## config.mk

```make
export PLATFORM = sky130hd
export DESIGN_NAME = grp_node_eval
export DESIGN_NICKNAME = d
export VERILOG_FILES = /design/src/hdl/grp_pkg.sv /design/src/hdl/grp_node_eval.sv
export SDC_FILE = /design/constraint.sdc
export NUM_CORES = 1
export LEC_CHECK = 0
export ABC_AREA = 1
export BUFFER_PORTS_ARGS = -buffer_cell sky130_fd_sc_hd__buf_2
export CAP_MARGIN = 20
export CORE_MARGIN = 2
export CORE_UTILIZATION = 43
export DETAILED_ROUTE_END_ITERATION = 16
export GPL_TIMING_DRIVEN = 0
export PLACE_DENSITY = 0.8
export SLEW_MARGIN = 20
export SYNTH_ARGS = -nofsm -noshare
export SYNTH_HDL_FRONTEND = slang
export SYNTH_SLANG_ARGS = --single-unit
export TNS_END_PERCENT = 1
```

## constraint.sdc

```tcl
create_clock -name vclk -period 4.2
set_input_delay 0.84 -clock vclk [all_inputs]
set_output_delay 0.84 -clock vclk [all_outputs]
set_load 0.02 [all_outputs]
```

## src/hdl/grp_pkg.sv

```systemverilog
package grp_pkg;

   localparam int MaxNodes = 256;
   localparam int MaxDim   = 4096;
   localparam int DimW     = 13;
   localparam int SizeW    = 31;
   localparam int AddrW    = $clog2(MaxNodes);
   localparam int CountW   = AddrW + 1;

   localparam logic [SizeW-1:0] RootSize = {SizeW{1'b1}};

   localparam logic [0:0] CsrStartWidth  = 1'b0;
   localparam logic [0:0] CsrStartHeight = 1'b1;

   typedef struct packed {
      logic             dir;
      logic [DimW-1:0]  off_x;
      logic [DimW-1:0]  off_y;
      logic [SizeW-1:0] sz_x;
      logic [SizeW-1:0] sz_y;
   } node_type;

   localparam node_type RootNode = '{dir: 1'b1, off_x: '0, off_y: '0,
                                     sz_x: RootSize, sz_y: RootSize};

   function automatic logic [DimW-1:0] clamp_dim(input logic [DimW-1:0] v);
      logic [DimW-1:0] r;
      r = v;
      if (v == '0) r = DimW'(1);
      else if (v > DimW'(MaxDim)) r = DimW'(MaxDim);
      return r;
   endfunction

   // smallest power of two above v, capped
   function automatic logic [DimW-1:0] grow_dim(input logic [DimW-1:0] v);
      logic [DimW:0] p;
      p = '0;
      for (int b = 0; b < DimW; b++) begin
         if (v[b]) p = (DimW+1)'(1) << (b + 1);
      end
      if (p > (DimW+1)'(MaxDim)) p = (DimW+1)'(MaxDim);
      return p[DimW-1:0];
   endfunction

endpackage

```

## src/hdl/grp_node_eval.sv

```systemverilog
module grp_node_eval (
   input  grp_pkg::node_type         node,
   input  logic [grp_pkg::DimW-1:0]  gx,
   input  logic [grp_pkg::DimW-1:0]  gy,
   input  logic [grp_pkg::DimW-1:0]  aw,
   input  logic [grp_pkg::DimW-1:0]  ah,
   output logic                      qualify,
   output logic [grp_pkg::SizeW-1:0] diff
);
   import grp_pkg::*;

   logic [DimW:0] end_x, end_y;
   logic          fit_size, fit_atlas;

   always_comb begin
      end_x     = {1'b0, node.off_x} + {1'b0, gx};
      end_y     = {1'b0, node.off_y} + {1'b0, gy};
      fit_size  = ({{(SizeW-DimW){1'b0}}, gx} <= node.sz_x) &&
                  ({{(SizeW-DimW){1'b0}}, gy} <= node.sz_y);
      fit_atlas = (end_x <= {1'b0, aw}) && (end_y <= {1'b0, ah});
      qualify   = fit_size && fit_atlas;
      // across axis is y for direction 0, x for direction 1
      if (node.dir) diff = node.sz_x - {{(SizeW-DimW){1'b0}}, gx};
      else          diff = node.sz_y - {{(SizeW-DimW){1'b0}}, gy};
   end
endmodule
```

# ---- After elaboration in Yosys (flattened, before gate mapping)
# Cells that the tools add are included.
# Widths: inputs -> output; s select.
dict set report totals {
  ff_bits 0
  input_bits 141
  output_inout_bits 32
  elab_cells 12
}
dict set report classes {
  addsub 4
  magnitude_cmp 4
  mux 1
  reduce_logical 3
}
# operator count
set ops {}
lappend ops {{$le 13x31->1} 2}
lappend ops {{$sub 31x13->31} 2}
lappend ops {{$mux 31} 1}
lappend ops {{$add 13x13->14} 2}
lappend ops {{$le 14x13->1} 2}
lappend ops {{$logic_and 1x1->1} 3}

# ---- Longest topological paths before layout
# Gate-level depths: netlist (run 1).
dict set report logic_depth {
  depth_word 4
  depth_mapped 19
  depth_no_buf 19
}

# ---- Least setup slack after synthesis (run 1)
# No wires, ideal clock.
dict set report synth_path {
  kind {input-to-output}
  start {in node[62] (netlist bit)}
  end {out qualify}
  arrival_time_ns 3.247
  t_required_ns 3.360
  setup_slack_ns 0.113
  stages 16
  path_buffers 0
  path_cell_list {ha_1 inv_1 fa_1 nand3b_1 nand2_1 a21boi_2 o21ai_0 a21oi_1 xor2_1 ha_1 nand3_1 nor3_1 nand2_1 a21oi_1 nand2_1 nor2_1}
}
dict set report synth_between {
  elab_chain_cells 4
}
# element line
set synth_rtl {}
lappend synth_rtl {{start: declaration} grp_node_eval.sv:2} ;# input grp_pkg::node_type node,
lappend synth_rtl {{$add 13x13->14} grp_node_eval.sv:17} ;# end_y = {1'b0, node.off_y} + {1'b0, gy};
lappend synth_rtl {{$le 14x13->1} grp_node_eval.sv:20} ;# fit_atlas = (end_x <= {1'b0, aw}) && (end_y <= {1'b0, ah});
lappend synth_rtl {{$logic_and 1x1->1} grp_node_eval.sv:20}
lappend synth_rtl {{$logic_and 1x1->1} grp_node_eval.sv:21} ;# qualify = fit_size && fit_atlas;
lappend synth_rtl {{end: declaration} grp_node_eval.sv:7} ;# output logic qualify,
# Every way passes these cells.

# ---- Worst setup path after layout (run 1)
dict set report layout_path {
  start {in gx[3] (netlist bit)}
  end {out qualify}
}
dict set report layout_between {
  elab_chain_cells 4
  word_cells_on_any_way 6
  cone_classes {1 x add/sub; 2 x order compare; 3 x reduce/logical}
}
# element line
set layout_rtl {}
lappend layout_rtl {{start: declaration} grp_node_eval.sv:3} ;# input logic [grp_pkg::DimW-1:0] gx,
lappend layout_rtl {{$add 13x13->14} grp_node_eval.sv:16} ;# end_x = {1'b0, node.off_x} + {1'b0, gx};
lappend layout_rtl {{$le 14x13->1} grp_node_eval.sv:20}
lappend layout_rtl {{$logic_and 1x1->1} grp_node_eval.sv:20}
lappend layout_rtl {{$logic_and 1x1->1 *} grp_node_eval.sv:21}
# Mark *: on every way between the ends. The rest lies on a longest branch, timed or not.

==> results.toml, run 1 <==
[placement]
port_buffers = 172
hpwl_um = 15300
gp_congestion = 0.935
dp_slack_ns = -0.320
dpl_cell_area_mm2 = 0.00619

[yosys]
synth-seq-area-share = 0
synthesis.nets = 1186
yosysWarnings = 0
synth_cells = 963
syn_avg_cell_area_um2 = 5.35
ys_types = 42
synth_area_mm2 = 0.00515

[setup_path]
crit_arrival_ns = 3.43
crit_path_start_kind = "input pin"
required_ns = 3.36
cp_max_fo = 5
worstSetupEndpointType = "output pin"
crit_type = "in -> out"

[cells_and_area]
design_area_mm2 = 0.00641
final_common_cell = "nand2_1"
num-clock-buffers = 0
final_cell_mix = "255 x nand2_1, 192 x inv_1, 170 x buf_2"
syn2layout_area_growth_pct = 24.4
nFlopsAndLatches = 0
drive_above_1_share = 0.227
final_nets = 1366
n_antenna_cell = 0
register_area_um2 = 0
final_util = 0.554

[global_route]
grt_pass1_vias = 6234
gr-total-overflow = 0
antenna_found_initial = 0
grt_pass1_wl_um = 28000
grt_use_total = 0.262
grt_start_max_net_pins = 11

[sta]
finalHoldViolations = 0
grt_setup_unrepaired = "true"
slew_violations = 0
finalCriticalPeriod_ns = 4.27
final-setup-viol-count = 1
max_freq_ghz = 0.234
setup_slack_ns = -0.0706
timing.slew.headroom = 0.627
worstMarginPinSlew_ns = 0.560
period_share = 1.02
fin_setup_tns_ns = -0.0706

[hold_path]
hold_class = "in -> out"
min_delay_path_depth = 5

[detailed_routing]
drt_iter0_markers = 377
post_drt_wl_per_cell_um = 13.6
drc = 0
vias = 6542
dr.pass1.iters = 4
wl_um = 17500
ant_nets = 0
via_per_inst = 5.10

[floorplanning]
core_area_mm2 = 0.0116
die_area_mm2 = 0.0129
fp.dieW_um = 113
initial_utilization = 0.446
fp-row-count = 39
fp.dieH_um = 113
ios = 173

[status]
violations = "setup timing"
status = "complete, but fails checks"

[power]
leakage_nw = 3.73
pwr_density_cell_mw_per_mm2 = 141
vdd_drop_max_v = 0.0000702

[flow_run]
maxCapViolations = 0
## per-layer routing
layer,track usage,part of all wire
met1,0.343,0.45
met2,0.465,0.46
met3,0.0106,0.054
met4,0.0829,0.034
met5,0,0
## path summary, 6_finish.rpt
kind | from | endpoint | slack (ns)
max | gx[3] | qualify | -0.07
min | node[61] | diff[30] | 2.13
## what timing repair did
action	4_1_cts	5_1_grt
gates resized for setup	13	24
hold endpoints to repair	0	0
endpoints found under the setup margin	1	1
hold buffers	0	0
buffers inserted	3	3
pin swaps	4	23
## Yosys cell counts, drive strengths merged, types with 2 or more instances
| cell type | count | area [um2] |
|---|---|---|
| a21boi | 5 | 41.3 |
| a21o | 8 | 60.1 |
| a21oi | 65 | 348 |
| buf | 3 | 21.3 |
| clkbuf | 3 | 11.3 |
| fa | 4 | 80.1 |
| ha | 78 | 976 |
| inv | 197 | 739 |
| mux2i | 2 | 20.0 |
| nand2 | 274 | 1080 |
| nand3 | 78 | 410 |
| nand3b | 7 | 52.6 |
| nand4 | 19 | 119 |
| nor2 | 96 | 398 |
| nor3 | 21 | 120 |
| nor4 | 2 | 12.5 |
| o21a | 3 | 22.5 |
| o21ai | 58 | 309 |
| o21bai | 4 | 33.8 |
| xnor2 | 7 | 61.3 |
| xor2 | 22 | 193 |
## worst max-delay path: stages
cell and delay (ns):
buf_2 0.11, ha_1 0.36, a21oi_1 0.21, o21ai_2 0.10
a21boi_2 0.20, o21ai_2 0.08, buf_4 0.14, xor2_1 0.15
ha_1 0.28, nand2_1 0.08, nor2_2 0.15, nand3_2 0.07
nand3b_1 0.19, a21oi_1 0.15, nand2_1 0.07, nor2_1 0.10
buf_4 0.15
## power breakdown
group / internal [W] / total (W) / switching, W
clock: 0 / 0 / 0
sequential: 0 / 0 / 0
combinational: 0.000348 / 0.000901 / 0.000553
total: 0.000348 / 0.000901 / 0.000553
## area by class of cell
class | count | area [um2]
buffer | 6 | 32.5
fill | 1268 | 5150
inverter | 198 | 743
multi-input combinational | 759 | 4530
tap | 143 | 179
timing repair buffer | 178 | 931
## per-stage QoR
step | power, W | hold slack, ns | cells
after floorplan | 0.000580 | 1.93 | 963
after global placement | 0.000833 | 2.12 | 1278
after detailed placement | 0.000843 | 2.12 | 1278
after CTS | 0.000867 | 2.13 | 1281
after global routing | 0.00101 | 2.18 | 1284
final | 0.000901 | 2.13 | 1284
## logic make-up (layout without fill, tap and decap cells)
kind of cell | Yosys count | count (layout) | synth area share
AO/OA/AOI/OAI | 146 | 146 | 0.163
XOR/XNOR | 29 | 29 | 0.0493
adder cells (fa/ha/maj) | 82 | 82 | 0.205
buffers and inverters | 204 | 382 | 0.151
multiplexers | 2 | 2 | 0.00388
AND/OR/NAND/NOR | 500 | 500 | 0.429
Power figures use the tool's default switching activity.
==> run 2: changes to the inputs <==
Settings changed: ABC_AREA 1 to not set, CAP_MARGIN 20 to not set, PLACE_DENSITY 0.8 to 0.83, SLEW_MARGIN 20 to not set.
==> results.toml, run 2 <==
[yosys]
synthTopCellsByArea = "ha_1 23%, xnor2_1 8.8%, inv_1 6.8%, a21oi_1 5.8%, xor2_1 5.0%"
synth_cells = 596
yosysMostFrequentCell = "ha_1"
synth_mux_area_frac = 0.0431
synth-xor-area-share = 0.138
synth_commonest_cells = "78 x ha_1, 76 x inv_1, 48 x a21oi_1, 48 x nor2_1, 42 x xnor2_1"
synth_fa_ha_area_frac = 0.253
synth_top_family_by_area = "compound AO/OA/AOI/OAI gates"
synth_top_area_cell = "ha_1"
synth_area_mm2 = 0.00418
synth-simple-area-share = 0.229
yosysWarnings = 0
synth_compound_area_frac = 0.263
ys_types = 58
yosysTopAreaCellShare = 0.234
synth-seq-area-share = 0
syn_avg_cell_area_um2 = 7.01
synthesis.nets = 819

[global_route]
grt_pass1_vias = 4859
antenna_found_initial = 0
grt_pass1_wl_um = 21700
grt_start_max_net_pins = 11
gr-total-overflow = 0
grt_use_total = 0.252

[placement]
port_buffers = 173
gp_congestion = 0.901
hpwl_um = 12000
dpl_cell_area_mm2 = 0.00528
dp_slack_ns = -1.11

[sta]
final-setup-viol-count = 8
max_freq_ghz = 0.195
hold_ws_ns = 2.09
period_share = 1.22
slew_violations = 0
finalHoldViolations = 0
setup_slack_ns = -0.922
timing.slew.headroom = 0.470
grt_setup_unrepaired = "true"
fin_setup_tns_ns = -1.41
finalCriticalPeriod_ns = 5.12
worstMarginPinSlew_ns = 0.795

[detailed_routing]
wl_um = 14000
drt_iter0_markers = 198
drc = 0
vias = 5065
via_per_inst = 5.59
dr.pass1.iters = 7
post_drt_wl_per_cell_um = 15.4
ant_nets = 0

[cells_and_area]
num-fill-cells = 929
design_area_mm2 = 0.00544
register_area_um2 = 0
nFlopsAndLatches = 0
drive_above_1_share = 0.290
final_nets = 1002
num-clock-buffers = 0
final_cell_mix = "172 x buf_2, 75 x inv_1, 74 x ha_1"
final_common_cell = "buf_2"
syn2layout_area_growth_pct = 30.2
n_antenna_cell = 0
multiInputGateArea_mm2 = 0.00404

[hold_path]
hold_class = "in -> out"
min_to = "diff[30]"
hp-start = "node[30]"
min_delay_path_depth = 4

[power]
seq_power_share = 0
leakage_nw = 2.75
pwr_density_cell_mw_per_mm2 = 156
combPwrFrac = 1.000
power.switching_w = 0.000478
clock_power_share = 0
internal_power_w = 0.000372
vdd_drop_max_v = 0.0000887
swShare = 0.562

[status]
violations = "setup timing"
status = "complete, but fails checks"

[setup_path]
cp-startpoint = "node[63]"
crit_type = "in -> out"
crit_chain = "buf_2 > ha_4 > a211oi_2 > nor2_1 > o31a_1 > o31a_1 > a31o_2 > a21oi_2 > xnor2_1 > ha_1 > a21o_1 > a21oi_2 > a21o_1 > a31o_2 > o311ai_1 > or4_4 > nor2_4 > buf_6"
cp_slowest_cell = "or4_4"
worstSetupEndpointType = "output pin"
required_ns = 3.36
worst-path-buf-inv = 2
crit_cells = 18
cp_max_fo = 4
critical-path-top-delay-family = "compound AO/OA/AOI/OAI gates"
crit_path_start_kind = "input pin"
cp_slowest_stage_delay_ns = 0.53
crit_arrival_ns = 4.28

[floorplanning]
initial_utilization = 0.448
fp-row-count = 35
fp.dieW_um = 103
die_area_mm2 = 0.0105
fp.dieH_um = 103
ios = 173
core_area_mm2 = 0.00933

[flow_run]
maxCapViolations = 0

[clock_network]
cts_hold_buffers = 0
-- run 2: logic make-up (layout without fill, tap and decap cells) --
| family | after synthesis | after routing |
|---|---|---|
| muxes | 18 | 18 |
| adders and majority gates | 82 | 82 |
| AOI/OAI and AO/OA | 168 | 168 |
| buffers and inverters | 82 | 263 |
| and+or+nand+nor | 180 | 180 |
| xor gates and xnor gates | 66 | 66 |
-- run 2: power groups by stage --
stage | Combinational, W | Sequential, W | Clock [W]
finish | 0.000850 | 0 | 0
floorplan | 0.000548 | 0 | 0
detailed placement | 0.000801 | 0 | 0
global route | 0.000936 | 0 | 0
global placement | 0.000788 | 0 | 0
CTS | 0.000829 | 0 | 0
-- run 2: stage by stage --
step	total power, W	std cells	util
after CTS	0.000829	906	0.577
after detailed placement	0.000801	898	0.566
final	0.000850	906	0.583
after floorplan	0.000548	596	-
after global routing	0.000936	906	0.583
after global placement	0.000788	898	0.566
-- run 2: worst min-delay path, delay by kind of cell --
kind | cells | cell delay [ns]
buffers and inverters | 2 | 0.25
XOR/XNOR | 1 | 0.11
multiplexers | 1 | 0.05
-- run 2: cell type report --
cell class / instances / area share
buffer: 5 / 0.00345
inverter: 77 / 0.0531
tap: 129 / 0.0297
multi-input combinational: 514 / 0.742
timing repair buffer: 181 / 0.171
-- run 2: timing repair --
item,in CTS,in global routing
endpoints found under the setup margin,7,18
gates resized for setup,12,12
setup buffers,8,0
pin swaps,18,3
-- run 2: worst max-delay path by stage --
stage | end | slack, ns
after floorplan | qualify | -0.54
after global placement | qualify | -1.04
after detailed placement | qualify | -1.11
after CTS | qualify | -0.89
after global routing | qualify | -1.09
final | qualify | -0.92
-- run 2: metal layers --
| metal | track usage | wire length, um | vias up |
|---|---|---|---|
| li1 | - | - | 2542 |
| met1 | 0.319 | 6180 | 2308 |
| met2 | 0.457 | 6510 | 195 |
| met3 | 0.0407 | 1070 | 20 |
| met4 | 0.0379 | 214 | 0 |
| met5 | 0 | 0 | - |
==> run 3: changes to the inputs <==
==> constraint.sdc (replaced) <==
create_clock -name vclk -period 5.6
set_input_delay 1.12 -clock vclk [all_inputs]
set_output_delay 1.12 -clock vclk [all_outputs]
set_load 0.005 [all_outputs]
==> results.toml, run 3 (synthesized netlist as in run 2, its figures left out) <==
[sta]
setup_slack_ns = -0.176
hold_ws_ns = 2.62
worstMarginPinSlew_ns = 0.749
grt_setup_unrepaired = "true"
max_freq_ghz = 0.173
fin_setup_tns_ns = -0.176
period_share = 1.03
finalHoldViolations = 0
final-setup-viol-count = 1
timing.slew.headroom = 0.501
slew_violations = 0
finalCriticalPeriod_ns = 5.78

[setup_path]
crit_type = "in -> out"
cp-startpoint = "gy[0]"
required_ns = 4.48
cp_max_fo = 3
crit_arrival_ns = 4.66
crit_path_end = "qualify"
worstSetupEndpointType = "output pin"
crit_path_start_kind = "input pin"

[floorplanning]
fp.dieH_um = 103
die_area_mm2 = 0.0105
core_area_mm2 = 0.00933
initial_utilization = 0.448
ios = 173
fp.dieW_um = 103
fp-row-count = 35

[detailed_routing]
post_drt_wl_per_cell_um = 15.5
wl_um = 14100
drt_iter0_markers = 207
dr.pass1.iters = 5
via_per_inst = 5.59
vias = 5078
ant_nets = 0
drc = 0

[cells_and_area]
final_cell_mix = "171 x buf_2, 75 x inv_1, 73 x ha_1"
drive_above_1_share = 0.282
final_util = 0.583
n_antenna_cell = 0
final_nets = 1004
nFlopsAndLatches = 0
num-clock-buffers = 0
final_common_cell = "buf_2"
syn2layout_area_growth_pct = 30.2
register_area_um2 = 0

[clock_network]
cts_hold_buffers = 0

[status]
status = "complete, but fails checks"
violations = "setup timing"

[placement]
gp_congestion = 0.965
hpwl_um = 11700
port_buffers = 173

[global_route]
grt_pass1_vias = 4755
grt_pass1_wl_um = 21400
antenna_found_initial = 0
grt_start_max_net_pins = 11
grt_use_total = 0.251
gr-total-overflow = 0

[hold_path]
hold_class = "in -> out"
hp-start = "node[18]"

[power]
vdd_drop_max_v = 0.0000602
pwr_density_cell_mw_per_mm2 = 111
leakage_nw = 2.76

[flow_run]
maxCapViolations = 0
==> run 3: changes by cell type in the layout (fill, tap and decap cells not counted), moves of 2 or more <==
cell / previous run / this run
o21ai_1: 3 / 5
ha_4: 3 / 5
buf_4: 8 / 10
a21oi_1: 43 / 45
o31ai_2: 2 / 0
o31ai_1: 4 / 6
==> run 3: per-layer routing <==
| layer | track usage | share of wire | wire length (um) | vias up |
|---|---|---|---|---|
| li1 | - | - | - | 2528 |
| met1 | 0.320 | 0.43 | 6050 | 2288 |
| met2 | 0.460 | 0.47 | 6700 | 232 |
| met3 | 0.0258 | 0.074 | 1040 | 30 |
| met4 | 0.0431 | 0.022 | 313 | 0 |
| met5 | 0 | 0 | 0 | - |
==> run 3: how the worst min path moves through the flow <==
stage / to / slack, ns / depth (start not counted)
4_1_cts: diff[29] / 2.62 / 4
3_3_place_gp: diff[18] / 2.62 / 4
5_1_grt: diff[29] / 2.63 / 4
3_5_place_dp: diff[18] / 2.62 / 4
6_report: diff[18] / 2.62 / 4
2_1_floorplan: diff[29] / 2.39 / 2
==> run 3: metrics by stage <==
step                      cell area, um2  setup WS [ns]  instances  power, W
after floorplan                     4180         0.0319        596  0.000361
after global placement              5200         -0.597        898  0.000537
after detailed placement            5200         -0.606        898  0.000544
after CTS                           5360        -0.0588        904  0.000571
after global routing                5440         -0.296        908  0.000669
final                               5440         -0.176        908  0.000603
==> run 3: power by group <==
group          total [W]  switching (W)  internal (W)
Sequential             0              0             0
Clock                  0              0             0
Combinational   0.000603       0.000321      0.000282
==> run 3: what timing repair did <==
action / 4_1_cts / 5_1_grt
pin swaps: 25 / 11
buffers inserted: 6 / 4
resized for setup: 26 / 11
endpoints found under the setup margin: 1 / 1
==> run 3: cell type report <==
type | instances | area [um2]
inverters | 77 | 289
repair buffers | 183 | 957
fillers | 902 | 3890
well taps | 129 | 161
plain buffers | 5 | 18.8
multi-input cells | 514 | 4010
==> run 3: worst max-delay path, cell delays in order <==
cell and delay (ns):
buf_2 0.13, ha_4 0.16, inv_1 0.06, fa_2 0.38, nor2b_4 0.15, o31a_1 0.24
o211ai_1 0.10, nand2_1 0.12, a41oi_2 0.13, a21oi_2 0.20, xnor2_1 0.10, ha_1 0.34
nand3_2 0.10, nor4_2 0.29, a21o_1 0.15, a31o_2 0.12, o311ai_2 0.11, or4_1 0.41
nor2_1 0.12, buf_2 0.13
